<file path="config.mk">
export PLATFORM = sky130hd
export DESIGN_NAME = gbp_ctrl
export DESIGN_NICKNAME = d
export VERILOG_FILES = /design/src/rtl/gbp_pkg.sv /design/src/rtl/gbp_ctrl.sv
export SDC_FILE = /design/constraint.sdc
export NUM_CORES = 1
export LEC_CHECK = 0
export BUFFER_PORTS_ARGS = -buffer_cell sky130_fd_sc_hd__buf_4
export CAP_MARGIN = 20
export CELL_PAD_IN_SITES_DETAIL_PLACEMENT = 0
export CELL_PAD_IN_SITES_GLOBAL_PLACEMENT = 1
export CORE_AREA = 4 4 41 43
export CTS_CLUSTER_DIAMETER = 50
export CTS_CLUSTER_SIZE = 40
export DETAILED_ROUTE_END_ITERATION = 10
export DIE_AREA = 0 0 45 47
export PLACE_DENSITY_LB_ADDON = 0.1
export SLEW_MARGIN = 10
export SYNTH_ARGS = -nofsm -noshare
export SYNTH_HDL_FRONTEND = slang
export SYNTH_SLANG_ARGS = --single-unit
</file>
<file path="constraint.sdc">
create_clock -name clk -period 1.4 [get_ports clk]
set_clock_uncertainty 0.05 [all_clocks]
set_input_delay 0 -clock clk [delete_from_list [all_inputs] [get_ports clk]]
set_output_delay 0 -clock clk [all_outputs]
set_load 0.05 [all_outputs]
</file>
<file path="src/rtl/gbp_pkg.sv">
// shared constants, codes and control structs of the gshare branch predictor
package gbp_pkg;

  // table geometry
  localparam int MAX_HISTORY_BITS = 13;
  localparam int IDX_W            = MAX_HISTORY_BITS;
  localparam int TABLE_DEPTH      = 1 << MAX_HISTORY_BITS;
  localparam int CNT_W            = 2;
  localparam logic [CNT_W-1:0] CNT_RESET = 2'd1;
  localparam logic [CNT_W-1:0] CNT_MAX   = 2'd3;
  localparam logic [CNT_W-1:0] CNT_MIN   = 2'd0;

  // configuration port
  localparam int CFG_IDX_W  = 2;
  localparam int CFG_DATA_W = 4;
  localparam logic [CFG_IDX_W-1:0] REG_MODE = 2'd0;
  localparam logic [CFG_IDX_W-1:0] REG_HIST = 2'd1;

  // predictor modes
  localparam int MODE_W = 2;
  localparam logic [MODE_W-1:0] MODE_STATIC = 2'd0;
  localparam logic [MODE_W-1:0] MODE_GSHARE = 2'd1;
  localparam logic [MODE_W-1:0] MODE_RESET  = MODE_GSHARE;

  localparam int HB_W = 4;
  localparam logic [HB_W-1:0] HB_RESET = 4'd13;

  // opcodes
  localparam logic OP_PREDICT = 1'b0;
  localparam logic OP_TRAIN   = 1'b1;

  // stream widths
  localparam int ADDR_W     = 32;
  localparam int S_TDATA_W  = 40;
  localparam int S_TUSER_W  = 1;
  localparam int M_TDATA_W  = 8;

  // controller to datapath
  typedef struct packed {
    logic clear;   // write reset value at clear address
    logic load;    // capture input transaction
    logic read;    // issue counter read
    logic update;  // resolve prediction, write back, load output
  } ctrl_cmd_t;

  // datapath to controller
  typedef struct packed {
    logic clr_last;   // clear pass at final entry
    logic out_stall;  // output register full and not taken
  } dp_status_t;

endpackage

</file>
<file path="src/rtl/gbp_ctrl.sv">
// controller state machine: table clear, accept, read, update
module gbp_ctrl (
  input  logic                   clk,
  input  logic                   rst,
  input  logic                   s_tvalid,
  output logic                   s_tready,
  input  gbp_pkg::dp_status_t    status,
  output gbp_pkg::ctrl_cmd_t     cmd
);

  localparam logic [1:0] ST_CLEAR  = 2'd0;
  localparam logic [1:0] ST_IDLE   = 2'd1;
  localparam logic [1:0] ST_READ   = 2'd2;
  localparam logic [1:0] ST_UPDATE = 2'd3;

  logic [1:0] state;
  logic [1:0] state_next;

  // state register
  always_ff @(posedge clk) begin
    if (rst) begin
      state <= ST_CLEAR;
    end else begin
      state <= state_next;
    end
  end

  // next state and commands
  always_comb begin
    state_next = state;
    cmd        = '0;
    s_tready   = 1'b0;
    unique case (state)
      ST_CLEAR: begin
        cmd.clear = 1'b1;
        if (status.clr_last) begin
          state_next = ST_IDLE;
        end
      end
      ST_IDLE: begin
        s_tready = 1'b1;
        if (s_tvalid) begin
          cmd.load   = 1'b1;
          state_next = ST_READ;
        end
      end
      ST_READ: begin
        cmd.read   = 1'b1;
        state_next = ST_UPDATE;
      end
      ST_UPDATE: begin
        if (!status.out_stall) begin
          cmd.update = 1'b1;
          state_next = ST_IDLE;
        end
      end
      default: begin
        state_next = ST_CLEAR;
      end
    endcase
  end

  // reset always starts a clear pass
  a_reset_clear: assert property (@(posedge clk) rst |=> state == ST_CLEAR)
    else $error("reset did not start table clear");

  // an accepted transaction is read on the next cycle
  a_accept_read: assert property (@(posedge clk) disable iff (rst)
    (s_tvalid && s_tready) |=> (state == ST_READ && cmd.read))
    else $error("accepted transaction not followed by a read");

  // a read is always followed by the update stage
  a_read_update: assert property (@(posedge clk) disable iff (rst)
    cmd.read |=> state == ST_UPDATE)
    else $error("read not followed by update");

endmodule

</file>
; After elaboration in Yosys (flattened, before gate mapping)
; Cells that the tools add are included.
[word_totals]
register_bits = 2
out_inout_bits = 5
wordCells = 20
[classes]
eq_ne = 6
n_mux = 11
reduce_logical = 2
[op_table]
columns = op, count
row1 = $pmux W2 S4, 1
row2 = $mux W1, 7
row3 = $mux W2, 3
row4 = $ne A2 B2 Y1 const B, 3
row5 = $eq A2 B2 Y1 const B, 2
row6 = $reduce_and A3 Y1, 1
row7 = $eq A2 B1 Y1 const B, 1
row8 = $logic_not A2 Y1, 1

; Longest topological paths before layout
[depth]
word_depth = 3
ltp_mapped = 4

; Least setup slack after synthesis
; Ideal clock, no wire load.
[synth_path]
path_type = register to register
startpoint = register state[0]
endpoint = register state[0]
setup_ns = 0.123
arrival_ns = 1.650
path_slack_ns = -0.423
stages_incl_launch_ff = 5
period_less_slack_ns = 1.823
path_cell_list = dfxtp_1 -> inv_1 -> ha_1 -> a222oi_1 -> mux2_1
[synth_via]
elab_chain_len = 3
[synth_lines]
columns = element, line
row1 = "start, declared", gbp_ctrl.sv:16  ; logic [1:0] state;
row2 = "start signal, assigned", gbp_ctrl.sv:24  ; state <= state_next;
row3 = "$eq A2 B2 Y1, or another cell as far along", gbp_ctrl.sv:33  ; unique case (state)
row4 = $ne A2 B2 Y1 (no line), n/a
row5 = $reduce_and A3 Y1 (no line), n/a
; Several ways; a longest one is shown, not always the timed one.
; A chain may end at the register's enable or synchronous reset.

; Worst setup path after layout
; Ends and elaborated chain as after synthesis.

==> results.md <==
- Outcome: complete, but fails checks
- Violated checks: setup timing
- Critical path's slowest cell: dfxtp_4
- RSZ-0062 raised after global routing: yes
- Die Ht: 47 um
- Starting density of the core: 0.140
- Syn Nets: 30
- Reg clk slew, reported paths: 30 ps
- Hold WS: 34.3 ps
- Core Area: 1300 um^2
- Synth warn: 0
- Number of top-level pins: 10
- Clk pwr share: 0.165
- Multi-input logic area: 159 um^2
- Distinct cells, synth: 10
- Pwr Density: 1990 nW/um^2
- Worst setup path category: reg2reg
- Synthesized cell area: 183 um^2
- DR vias: 195
- Final antenna-violating net count: 0
- Delay-heaviest family, CP: flip-flops
- Final-report hold violation count: 0
- Fmax: 0.685 GHz
- Largest vdd supply drop: 0.775 mV
- Root Buffer: clkbuf_4
- CTS Buf Count: 3
- Final min period: 1460 ps
- Crit. End Element: register
- Comb pwr share: 0.684
- Slew Viols, Final: 0
- Final setup viols: 2
- Avg Cell Area, Syn: 9.13 um^2
- CTS Hold Bufs: 0
- Fill count: 155
- Site Rows: 13
- Worst-Margin Slew: 258 ps
- Placed Cells: 49
- Total Nets Final: 51
- Die area: 2120 um^2
- HP Class: in2reg
- Initial antenna violation count: 0
- RD Place Congestion: 0.696
- Most flops, register: state
- Startpoint types: register
- Post-detail-place hpwl: 406 um
- Gr ovfl total: 0
- Wire length per cell: 8.81 um
- Critical Path RT: 1450 ps
- Clk_lat worst skew: 220 ps
- Crit path cell chain: inv_2 -> ha_4 -> a222oi_1 -> buf_4 -> mux2_4
- P&R area growth vs syn: 110%
- Finished Layout Cells: 54
- Largest net degree at the start of global routing: 5
- Clock Path Buffers: 2
- Vias/cell: 3.61
- Switching pwr: 0.000335 W
- Die width: 45 um
- Critical path arrival: 1510 ps
- Clock sink count: 2
- Total inserted antenna cells: 0
- Pre-antenna DRT Iters: 4
- Largest register FFs: 2
- Period utilization: 1.04
- First-pass GRT wire length: 738 um
- Register area share after synthesis: 0.219
- Gr usage total: 0.0528
- Count of input and output buffers: 9
- WL final: 476 um
- Mapped Cells: 20
- H-Tree Depth: 1
- CP max FO: 4
- Pint: 0.000426 W
- Setup ws final: -59.8 ps
- Max-slew headroom: 0.828
- Share of cells above drive strength 1: 0.718
- Top Registers: state x2
- Vias in the first global route: 195
- Buffers & Inverters on Critical Path: 2
- Sw Share: 0.440
- Sequential share of power: 0.151
- Fin util: 0.294
- Leak pwr: 0.194 nW
- CTS tree: built
- Drt drc: 0
- Pre-CTS setup slack: -168 ps
- Most common cell after layout, fill and taps aside: buf_4
- Synth Register Bits: 2
- Most frequent cells in the layout: 16 x buf_4, 3 x clkbuf_4
- Max Cap Viol: 0
- FF/Latch Area: 45.0 um^2
- DRT iter0 DRCs: 3
- CP max stage delay: 370 ps
-- power by group through the flow --
stage | clock, W | combinational, W | sequential [W]
6_report | 0.000126 | 0.000521 | 0.000115
5_1_grt | 0.000142 | 0.000573 | 0.000118
4_1_cts | 0.000137 | 0.000533 | 0.000116
3_5_place_dp | 0 | 0.000490 | 0.000112
3_3_place_gp | 0 | 0.000497 | 0.000113
2_1_floorplan | 0 | 0.000348 | 0.000109
-- metal layers --
metal	vias up	GRT usage	wire length, um
li1	103	-	-
met1	83	0.0566	205
met2	9	0.0734	224
met3	0	0.0153	46
met4	0	0.0702	0
met5	-	0	0
-- worst min-delay path, delay by kind of cell --
family                 cells  cell delay, ps
and+or+nand+nor            1              90
muxes                      1              70
buffers and inverters      1              90
-- cell type report --
class,count,area share
inverters,4,0.0458
repair buffers,16,0.314
clock buffers,3,0.0588
well taps,15,0.0490
multi-input cells,14,0.415
flip-flops and latches,2,0.118
-- metrics by stage --
step	power (W)	setup TNS, ps	area, um^2
final	0.000762	-79.3	383
after global routing	0.000834	-316	383
after CTS	0.000786	-155	380
after detailed placement	0.000602	-327	337
after global placement	0.000610	-350	337
after floorplan	0.000457	-181	213
-- worst paths after layout --
| check | startpoint | to | slack [ps] | cells past startpoint |
|---|---|---|---|---|
| hold reg to reg | state[1]$_SDFFE_PP0P_ | state[1]$_SDFFE_PP0P_ | 710 | 4 |
| setup reg to reg | state[0]$_SDFFE_PP0P_ | state[0]$_SDFFE_PP0P_ | -60 | 5 |
| hold / removal | rst | state[1]$_SDFFE_PP0P_ | 30 | 3 |
| setup / recovery | state[0]$_SDFFE_PP0P_ | state[0]$_SDFFE_PP0P_ | -60 | 5 |
-- synth_stat cells, drive strengths merged --
cell type	count	share of area
and2	1	0.041
dfxtp	2	0.22
nor2b	1	0.034
mux2	1	0.062
nand2b	2	0.068
inv	4	0.082
nor2	2	0.041
mux2i	1	0.055
a222oi	1	0.055
ha	5	0.34
-- logic make-up (layout without fill, tap and decap cells) --
kind of cell	count (synthesis)	count (layout)	synth area share
flops	2	2	0.219
compound gates	1	1	0.0548
fa+ha+maj	5	5	0.342
buf+inv	4	23	0.0822
simple gates	6	6	0.185
mux	2	2	0.116
-- timing repair --
| item | CTS | global route |
|---|---|---|
| setup endpoints to repair | 2 | 2 |
| buffers inserted | 2 | 0 |
| resized for setup | 2 | 1 |
| cloned | 0 | 0 |
| pin swaps | 2 | 1 |
Note: power is estimated with default switching activity, not from simulation.
